[config.mk]
export PLATFORM = sky130hd
export DESIGN_NAME = ccw_lin_unit
export DESIGN_NICKNAME = d
export VERILOG_FILES = /design/src/rtl/ccw_pkg.sv /design/src/rtl/ccw_lin_unit.sv
export SDC_FILE = /design/constraint.sdc
export NUM_CORES = 1
export LEC_CHECK = 0
export BUFFER_PORTS_ARGS = -buffer_cell sky130_fd_sc_hd__buf_2
export CORE_AREA = 2 2 39 41
export CTS_BUF_LIST = sky130_fd_sc_hd__clkbuf_4 sky130_fd_sc_hd__clkbuf_8
export CTS_CLUSTER_SIZE = 12
export DETAILED_ROUTE_END_ITERATION = 12
export DIE_AREA = 0 0 41 43
export PLACE_DENSITY = 0.75
export SLEW_MARGIN = 10
export SYNTH_ARGS = -nofsm -noshare
export SYNTH_HDL_FRONTEND = slang
export SYNTH_SLANG_ARGS = --single-unit
[constraint.sdc]
create_clock -name clk -period 5.8 [get_ports clk]
set_clock_uncertainty 0.05 [all_clocks]
set_input_delay 0.87 -clock clk [delete_from_list [all_inputs] [get_ports clk]]
set_output_delay 0.87 -clock clk [all_outputs]
set_load 0.01 [all_outputs]
[src/rtl/ccw_pkg.sv]
// Shared constants and request codes of the text console character writer.
package ccw_pkg;

    localparam int DEFAULT_COLUMNS = 80;
    localparam int DEFAULT_ROWS    = 25;

    localparam int REQ_W      = 3;
    localparam int CHAR_W     = 8;
    localparam int ROW_IN_W   = 5;
    localparam int COL_IN_W   = 7;
    localparam int ATTR_W     = 8;
    localparam int CELL_W     = 16;
    localparam int OUT_COL_W  = 7;
    localparam int OUT_ROW_W  = 5;
    localparam int OUT_LIN_W  = 11;
    localparam int S_TDATA_W  = 24;
    localparam int M_TDATA_W  = 40;

    localparam logic [REQ_W-1:0] REQ_PUT        = 3'd0;
    localparam logic [REQ_W-1:0] REQ_SET_CURSOR = 3'd1;
    localparam logic [REQ_W-1:0] REQ_READ       = 3'd2;
    localparam logic [REQ_W-1:0] REQ_CLEAR      = 3'd3;
    localparam logic [REQ_W-1:0] REQ_PUT_STAY   = 3'd4;

    localparam logic [CHAR_W-1:0] NL_CODE    = 8'd10;
    localparam logic [CHAR_W-1:0] SPACE_CODE = 8'h20;
    localparam logic [ATTR_W-1:0] ATTR_RESET = 8'h07;
    localparam logic [CELL_W-1:0] POWER_ON_BLANK = 16'h0720;

endpackage

[src/rtl/ccw_lin_unit.sv]
// Shared linear-position unit: registers row * COLUMNS + column.
module ccw_lin_unit #(
    parameter int COLUMNS = ccw_pkg::DEFAULT_COLUMNS,
    parameter int ROWS    = ccw_pkg::DEFAULT_ROWS,
    localparam int CW = $clog2(COLUMNS + 1),
    localparam int RW = $clog2(ROWS),
    localparam int AW = $clog2(ROWS * COLUMNS + 1)
) (
    input  logic          clk,
    input  logic          en,
    input  logic [RW-1:0] row,
    input  logic [CW-1:0] col,
    output logic [AW-1:0] lin
);
    import ccw_pkg::*;

    logic [AW-1:0] lin_reg;
    logic [AW-1:0] lin_next;

    // Constant multiplier followed by one add; result is held until the next use.
    assign lin_next = AW'(32'(row) * COLUMNS + 32'(col));

    always_ff @(posedge clk)
    begin
        if (en)
        begin
            lin_reg <= lin_next;
        end
    end

    assign lin = lin_reg;

endmodule

==> results.py, run 1 <==
metrics = {
    "clock_network": {
        "cts_sinks": 11,
        "cts_resized": 0,
        "cts_tree": "built",
        "root_buffer": "clkbuf_4",
        "clockBufferDepth": 2,
        "postCtsSetupRepairBufs": 0,
        "h-tree-depth": 1,
        "clk_pin_slew_ns": 0.07,
        "hold_buffers": 0,
        "cts_made_buffers": 3,
    },
    "critical_path": {
        "path_cells": "buf_2 -> ha_1 -> ha_1 -> fa_1 -> xor2_1 -> nand4_1 -> xnor2_1 -> xnor2_1",
        "cpPeakStageDelay_ns": 0.38,
        "crit_fanout": 3,
        "crit_required_ns": 5.77,
        "start_kind": "primary input",
        "criticalPathCategory": "in -> reg",
        "critPathCaptureType": "flip-flop",
        "critPathArrivalTime_ns": 2.52,
        "cp_slowest_cell": "fa_1",
    },
    "power": {
        "ir_drop_uv": 114,
        "p_leak_nw": 0.369,
        "p_per_area_mw_per_mm2": 274,
    },
    "grt": {
        "grt_util_all_layers": 0.120,
        "grt_pass1_wl_um": 1350,
        "grt_pass1_vias": 355,
        "grt_antenna_before_repair": 0,
        "grt_max_degree": 12,
        "overflow": 0,
    },
    "routing": {
        "drc": 0,
        "wl_um": 855,
        "drt_iter0_drc": 8,
        "via_count": 389,
        "antenna_left": 0,
        "firstDrtPassIters": 4,
        "wl_per_cell_um": 10.4,
        "vias_per_cell": 4.74,
    },
    "logic_synthesis": {
        "ys_warn_count": 0,
        "synth-xor-area-share": 0.103,
        "syn_avg_cell_area_um2": 15.6,
        "ys_seq_area_frac": 0.556,
        "synth-simple-area-share": 0.0295,
        "synth_top_family_by_area": "adder cells",
        "synth_compound_area_frac": 0.0547,
        "muxShareOfSynthArea": 0,
        "netlist_instances": 38,
        "synth_nets": 63,
        "ys_ff_latch": 11,
        "synth_fa_ha_area_frac": 0.257,
        "netlist_area_um2": 594,
        "synth_cell_types": 10,
    },
    "final_layout": {
        "layout_commonest_cell": "buf_2",
        "fin_area_um2": 764,
        "layout_common_cells": "24 x buf_2, 11 x edfxtp_1, 9 x ha_1",
        "diodes": 0,
        "nets": 92,
        "synthToLayoutAreaGrowth_pct": 28.6,
        "largest_reg_flops": 11,
        "drive_gt1_frac": 0.424,
    },
    "timing": {
        "fin_tns_setup_ns": 0,
        "tightestPinTransition_ns": 0.231,
        "min_period_ns": 2.55,
        "setup_violations": 0,
        "max_clock_freq_ghz": 0.392,
        "rsz0062_at_grt": "false",
        "hold_violations": 0,
        "period_share": 0.440,
        "drv_slew": 0,
        "slew_headroom": 0.846,
    },
    "hold_path": {
        "holdCritPathClass": "in -> reg",
    },
    "die": {
        "coreArea_mm2": 0.00138,
        "start_util": 0.429,
        "dieWidth_um": 41,
        "io_pins": 25,
        "die_h_um": 43,
        "die_area_mm2": 0.00176,
        "row_count": 14,
    },
    "placed_design": {
        "gp_congestion": 0.754,
        "dpl.hpwl_um": 727,
        "dpl_cell_area_um2": 734,
        "numPortBuffers": 24,
    },
    "run": {
        "drv_cap": 0,
    },
    "run_status": {
        "status": "finished, final reports clean",
    },
}
## cells by family (layout without fill, tap and decap cells)
kind of cell / Yosys count / after routing
AOI/OAI and AO/OA: 5 / 5
xor gates and xnor gates: 7 / 7
adders and majority gates: 11 / 11
buffers and inverters: 0 / 28
DFF: 11 / 11
and+or+nand+nor: 4 / 4
## Yosys cell counts (all sizes together)
cell	count	area (um^2)
fa	2	40.0
xnor2	4	35.0
ha	9	113
a21o	3	22.5
nand4	1	6.26
edfxtp	11	330
xor2	3	26.3
a21oi	2	10.0
nand2	2	7.51
nor2	1	3.75
## per-layer routing
metal,vias up,global-route usage,part of all wire
li1,198,-,-
met1,170,0.115,0.35
met2,19,0.188,0.53
met3,2,0.0262,0.098
met4,0,0.127,0.026
met5,-,0,0
## area by class of cell
type | instances | area (um^2)
Clock buffer | 4 | 30.0
Multi-Input combinational cell | 27 | 264
Timing Repair Buffer | 24 | 120
Fill cell | 124 | 619
Sequential cell | 11 | 330
Tap cell | 16 | 20.0
## through the flow
stage	power [mW]	hold slack [ns]	std cells	utilization	setup slack (ns)
floorplan	0.138	0.919	38	-	3.18
global placement	0.156	0.997	78	0.531	2.97
detailed placement	0.158	0.999	78	0.531	2.96
CTS	0.212	0.725	82	0.552	3.24
global route	0.223	0.717	82	0.552	3.18
finish	0.209	0.733	82	0.552	3.25
## critical path, delay by kind of cell
family	cells	cell delay [ns]
adder cells (fa/ha/maj)	3	0.89
AND/OR/NAND/NOR	1	0.14
buffers and inverters	1	0.12
XOR/XNOR	3	0.49
## path summary, 6_finish.rpt
kind	startpoint	to	slack, ns	cells past startpoint
worst max-delay path	row[1]	lin[10]$_DFFE_PP_	3.25	8
worst min-delay path	col[3]	lin[3]$_DFFE_PP_	0.73	1
## report_power, final
group          switching, mW  internal (mW)
clock                 0.0228         0.0312
sequential           0.00177          0.102
combinational         0.0272         0.0247
total                 0.0518          0.158
Note: power is estimated with default switching activity, not from simulation.
==> run 2: changes to the inputs <==
--- a/config.mk
+++ b/config.mk
@@ -5,13 +5,13 @@
 export SDC_FILE = /design/constraint.sdc
 export NUM_CORES = 1
 export LEC_CHECK = 0
+export ABC_AREA = 1
 export BUFFER_PORTS_ARGS = -buffer_cell sky130_fd_sc_hd__buf_2
-export CORE_AREA = 2 2 39 41
+export CORE_UTILIZATION = 49
 export CTS_BUF_LIST = sky130_fd_sc_hd__clkbuf_4 sky130_fd_sc_hd__clkbuf_8
 export CTS_CLUSTER_SIZE = 12
 export DETAILED_ROUTE_END_ITERATION = 12
-export DIE_AREA = 0 0 41 43
-export PLACE_DENSITY = 0.75
+export PLACE_DENSITY = 0.8
 export SLEW_MARGIN = 10
 export SYNTH_ARGS = -nofsm -noshare
 export SYNTH_HDL_FRONTEND = slang
==> constraint.sdc (replaced) <==
create_clock -name clk -period 2.4 [get_ports clk]
set_clock_uncertainty 0.05 [all_clocks]
set_input_delay 0.36 -clock clk [delete_from_list [all_inputs] [get_ports clk]]
set_output_delay 0.36 -clock clk [all_outputs]
set_load 0.01 [all_outputs]
==> run 2 against run 1 <==
  * Clock power rose by 140%
  * Sequential power rose by 140%
  * Combinational power rose to 2.7 times the previous value
  * Synthesized cell count rose by 63%
  * Highest routed layer unchanged
  * Worst hold slack got worse by 0.51 ns
  * Synthesized area rose by 13%
==> results.py, run 2 <==
metrics = {
    "run_status": {
        "status": "finished, final reports clean",
    },
    "grt": {
        "grt_pass1_vias": 446,
        "grt_antenna_before_repair": 0,
        "grt_max_degree": 12,
        "overflow": 0,
        "grt_util_all_layers": 0.181,
        "grt_pass1_wl_um": 1830,
    },
    "hold_path": {
        "holdCritPathClass": "in -> reg",
        "hold_start": "col[3]",
        "min_delay_path_depth": 1,
        "hold_end": "lin[3]$_DFFE_PP_",
    },
    "routing": {
        "wl_um": 1140,
        "firstDrtPassIters": 4,
        "wl_per_cell_um": 11.0,
        "antenna_left": 0,
        "vias_per_cell": 5.05,
        "drt_iter0_drc": 19,
        "drc": 0,
        "via_count": 525,
    },
    "logic_synthesis": {
        "ys_seq_area_frac": 0.493,
        "synth_most_common_cell": "nand2_1",
        "synth_nets": 87,
        "ys_ff_latch": 11,
        "netlist_instances": 62,
        "synth_top_area_share": 0.493,
        "synth_cell_types": 12,
        "netlist_area_um2": 669,
        "syn_avg_cell_area_um2": 10.8,
        "synth_edf_count": 11,
        "async_flop_share": 0,
        "ys_warn_count": 0,
        "synth_common_cells": "17 x nand2_1, 11 x edfxtp_1, 9 x ha_1, 9 x nand3_1, 7 x inv_1",
        "synthFlopType": "edfxtp_1",
        "synth_area_leader_cell": "edfxtp_1",
        "yosys-top-cells-area": "edfxtp_1 49%, ha_1 17%, nand2_1 9.5%, nand3_1 6.7%, fa_1 6.0%",
    },
    "placed_design": {
        "gp_congestion": 0.829,
        "dpl_cell_area_um2": 807,
        "numPortBuffers": 24,
        "dpl.hpwl_um": 944,
    },
    "critical_path": {
        "cp_slowest_cell": "fa_1",
        "cp_top_family": "adder cells",
        "critPathCaptureType": "flip-flop",
        "cpPeakStageDelay_ns": 0.52,
        "path_cells": "buf_2 -> ha_1 -> ha_1 -> fa_1 -> nand2_1 -> inv_1 -> nand3_1 -> nand3_1 -> nand2_1",
        "start_kind": "primary input",
        "criticalPathCategory": "in -> reg",
        "crit_fanout": 4,
        "worst-path-buf-inv": 2,
        "critPathArrivalTime_ns": 1.93,
        "crit_required_ns": 2.37,
    },
    "final_layout": {
        "layout_common_cells": "24 x buf_2, 17 x nand2_1, 11 x edfxtp_1",
        "synthToLayoutAreaGrowth_pct": 25.0,
        "nets": 116,
        "layout_commonest_cell": "buf_2",
        "fin_util": 0.706,
        "diodes": 0,
        "fin_area_um2": 837,
        "largest_reg_flops": 11,
        "drive_gt1_frac": 0.322,
    },
    "power": {
        "ir_drop_uv": 295,
        "p_leak_nw": 0.422,
        "p_per_area_mw_per_mm2": 618,
    },
    "timing": {
        "hold_violations": 0,
        "rsz0062_at_grt": "false",
        "period_share": 0.817,
        "slew_headroom": 0.841,
        "hold_slack_ns": 0.226,
        "drv_slew": 0,
        "max_clock_freq_ghz": 0.510,
        "setup_violations": 0,
        "tightestPinTransition_ns": 0.239,
        "min_period_ns": 1.96,
        "fin_tns_setup_ns": 0,
    },
    "clock_network": {
        "cts_made_buffers": 3,
        "root_buffer": "clkbuf_4",
        "postCtsSetupRepairBufs": 0,
        "clk_pin_slew_ns": 0.07,
        "clockBufferDepth": 2,
        "cts_resized": 0,
        "cts_sinks": 11,
        "cts_tree": "built",
        "hold_buffers": 0,
        "h-tree-depth": 1,
    },
    "die": {
        "die_h_um": 39.0,
        "io_pins": 25,
        "coreArea_mm2": 0.00119,
        "dieWidth_um": 39.0,
        "start_util": 0.564,
        "die_area_mm2": 0.00152,
        "row_count": 12,
    },
    "run": {
        "drv_cap": 0,
    },
}
run 2: kinds of logic (layout without fill, tap and decap cells):
logic type	Yosys count	count (layout)	share of synthesized area
xor gates and xnor gates	3	3	0.0393
DFF	11	11	0.493
and+or+nand+nor	29	29	0.193
AOI/OAI and AO/OA	1	1	0.00747
adders and majority gates	11	11	0.228
buffers and inverters	7	35	0.0393
run 2: stage by stage:
| stage | total power [mW] | worst slack, ns | cells |
|---|---|---|---|
| finish | 0.517 | 0.439 | 104 |
| global route | 0.548 | 0.363 | 104 |
| CTS | 0.520 | 0.444 | 104 |
| detailed placement | 0.392 | 0.168 | 100 |
| global placement | 0.386 | 0.233 | 100 |
| floorplan | 0.340 | 0.410 | 62 |
run 2: where the power goes:
group / internal (mW) / switching (mW) / total (mW)
combinational: 0.0592 / 0.0797 / 0.139
clock: 0.0754 / 0.0545 / 0.130
sequential: 0.244 / 0.00449 / 0.248
total: 0.379 / 0.139 / 0.517
run 2: worst max path at each step:
stage / start / end / slack [ns] / depth (start not counted)
floorplan: row[1] / lin[10]$_DFFE_PP_ / 0.41 / 8
global placement: row[1] / lin[10]$_DFFE_PP_ / 0.23 / 9
finish: row[1] / lin[10]$_DFFE_PP_ / 0.44 / 9
CTS: row[1] / lin[10]$_DFFE_PP_ / 0.44 / 9
global route: row[1] / lin[10]$_DFFE_PP_ / 0.36 / 9
detailed placement: row[1] / lin[10]$_DFFE_PP_ / 0.17 / 9
run 2: cell type report:
cell class	count	area (um^2)
inverters	7	26.3
fillers	93	349
well taps	14	17.5
multi-input cells	44	313
clock buffers	4	30.0
flip-flops and latches	11	330
repair buffers	24	120
run 2: metal layers:
layer  vias to the layer above  GRT usage  wire length (um)
met1                       222      0.213               475
met2                        30      0.317               542
met5                         -          0                 0
met3                         5     0.0231                92
met4                         0     0.0948                29
li1                        268          -                 -
==> run 3: changes to the inputs <==
--- a/config.mk
+++ b/config.mk
@@ -7,11 +7,11 @@
 export LEC_CHECK = 0
 export ABC_AREA = 1
 export BUFFER_PORTS_ARGS = -buffer_cell sky130_fd_sc_hd__buf_2
-export CORE_UTILIZATION = 49
+export CORE_UTILIZATION = 45
 export CTS_BUF_LIST = sky130_fd_sc_hd__clkbuf_4 sky130_fd_sc_hd__clkbuf_8
 export CTS_CLUSTER_SIZE = 12
 export DETAILED_ROUTE_END_ITERATION = 12
-export PLACE_DENSITY = 0.8
+export PLACE_DENSITY = 0.77
 export SLEW_MARGIN = 10
 export SYNTH_ARGS = -nofsm -noshare
 export SYNTH_HDL_FRONTEND = slang
==> constraint.sdc (replaced) <==
create_clock -name clk -period 1.7 [get_ports clk]
set_clock_uncertainty 0.05 [all_clocks]
set_input_delay 0.255 -clock clk [delete_from_list [all_inputs] [get_ports clk]]
set_output_delay 0.255 -clock clk [all_outputs]
set_load 0.01 [all_outputs]
==> run 3 against run 2 <==
  * Via count grew 9.0%
  * Utilization up 1.3 points
  * Sequential share of layout area down 5.4 points
  * Highest routed layer unchanged
  * Critical path depth shrank 2
  * Clock-buffer cell count is the same
==> results.py, run 3 (synthesis results as in run 2) <==
metrics = {
    "grt": {
        "grt_pass1_vias": 497,
        "grt_pass1_wl_um": 1900,
        "grt_antenna_before_repair": 0,
        "overflow": 0,
        "grt_max_degree": 12,
        "grt_util_all_layers": 0.183,
    },
    "die": {
        "start_util": 0.496,
        "die_area_mm2": 0.00165,
        "io_pins": 25,
        "row_count": 13,
        "dieWidth_um": 40.6,
        "coreArea_mm2": 0.00135,
        "die_h_um": 40.6,
    },
    "routing": {
        "firstDrtPassIters": 4,
        "vias_per_cell": 5.02,
        "wl_per_cell_um": 11.3,
        "drt_iter0_drc": 6,
        "antenna_left": 0,
        "drc": 0,
        "via_count": 572,
        "wl_um": 1290,
    },
    "power": {
        "swShare": 0.276,
        "p_per_area_mw_per_mm2": 823,
        "power_switching_mw": 0.220,
        "p_leak_nw": 0.464,
        "p_seq_frac": 0.442,
        "ir_drop_uv": 414,
        "combPwrFrac": 0.323,
        "p_int_mw": 0.577,
        "power_frac_clock": 0.235,
    },
    "final_layout": {
        "layout_commonest_cell": "buf_2",
        "largest_reg_flops": 11,
        "nets": 125,
        "layout_common_cells": "23 x buf_2, 16 x nand2_1, 11 x edfxtp_1",
        "synthToLayoutAreaGrowth_pct": 44.9,
        "diodes": 0,
        "drive_gt1_frac": 0.485,
        "fin_area_um2": 970,
        "fillCellCount": 99,
    },
    "critical_path": {
        "path_cells": "buf_2 -> ha_4 -> ha_4 -> fa_2 -> buf_4 -> buf_4 -> xnor2_1",
        "cpPeakStageDelay_ns": 0.44,
        "cp_slowest_cell": "fa_2",
        "crit_required_ns": 1.67,
        "start_kind": "primary input",
        "cp_top_family": "adder cells",
        "crit_fanout": 2,
        "worst-path-buf-inv": 3,
        "critPathArrivalTime_ns": 1.60,
        "criticalPathCategory": "in -> reg",
        "critPathCaptureType": "flip-flop",
    },
    "clock_network": {
        "clockBufferDepth": 2,
        "cts_made_buffers": 3,
        "root_buffer": "clkbuf_4",
        "hold_buffers": 0,
        "cts_sinks": 11,
        "cts_tree": "built",
        "h-tree-depth": 1,
        "clk_pin_slew_ns": 0.06,
    },
    "timing": {
        "drv_slew": 0,
        "max_clock_freq_ghz": 0.613,
        "fin_tns_setup_ns": 0,
        "slew_headroom": 0.846,
        "min_period_ns": 1.63,
        "hold_violations": 0,
        "period_share": 0.960,
        "tightestPinTransition_ns": 0.231,
        "setup_violations": 0,
    },
    "placed_design": {
        "gp_congestion": 0.806,
        "dpl_cell_area_um2": 901,
        "numPortBuffers": 24,
        "dpl.hpwl_um": 1040,
    },
    "run_status": {
        "status": "finished, final reports clean",
    },
    "run": {
        "drv_cap": 0,
    },
    "hold_path": {
        "holdCritPathClass": "in -> reg",
    },
}
run 3: cell types whose count changed in the layout (fill, tap and decap cells not counted), moves of 2 or more:
| cell | change |
|---|---|
| nand3_1 | -2 |
| ha_4 | +3 |
| ha_1 | -4 |
| buf_4 | +9 |
| nand3_2 | +2 |
run 3: metrics by stage:
stage	setup WS, ns	power, mW	utilization	instances	hold WS [ns]
floorplan	-0.0487	0.490	-	62	0.304
global placement	-0.212	0.582	0.667	109	0.383
detailed placement	-0.240	0.596	0.667	109	0.387
CTS	0.0513	0.785	0.690	113	0.103
global route	-0.00154	0.855	0.718	114	0.0943
finish	0.0678	0.798	0.718	114	0.110
run 3: what timing repair did:
item | CTS | global route
resized for setup | 0 | 7
setup endpoints to repair | 0 | 1
setup buffers | 0 | 1
run 3: worst paths after layout:
path               start          endpoint  slack (ns)  cells after the start
setup / recovery  row[1]  lin[8]$_DFFE_PP_        0.07                      7
hold / removal    col[1]  lin[1]$_DFFE_PP_        0.11                      1
run 3: final cells by class:
| class | count | area, um^2 | share of cell area |
|---|---|---|---|
| inverter | 7 | 26.3 | 0.0271 |
| multi-input combinational | 44 | 370 | 0.382 |
| sequential | 11 | 330 | 0.341 |
| tap | 15 | 18.8 | 0.0194 |
| clock buffer | 4 | 30.0 | 0.0310 |
| timing repair buffer | 33 | 194 | 0.200 |
run 3: power by group through the flow:
stage	Clock, mW	Combinational, mW	Sequential (mW)
2_1_floorplan	0	0.111	0.380
3_3_place_gp	0	0.226	0.356
3_5_place_dp	0	0.236	0.359
4_1_cts	0.194	0.237	0.354
5_1_grt	0.209	0.291	0.356
6_report	0.187	0.258	0.353
run 3: metal layers:
layer / up-vias / wire (um) / part of all wire / GRT usage
met3: 5 / 93 / 0.072 / 0.0500
met2: 24 / 654 / 0.51 / 0.313
met1: 257 / 495 / 0.39 / 0.203
met5: - / 0 / 0 / 0
li1: 286 / - / - / -
met4: 0 / 40 / 0.031 / 0.100
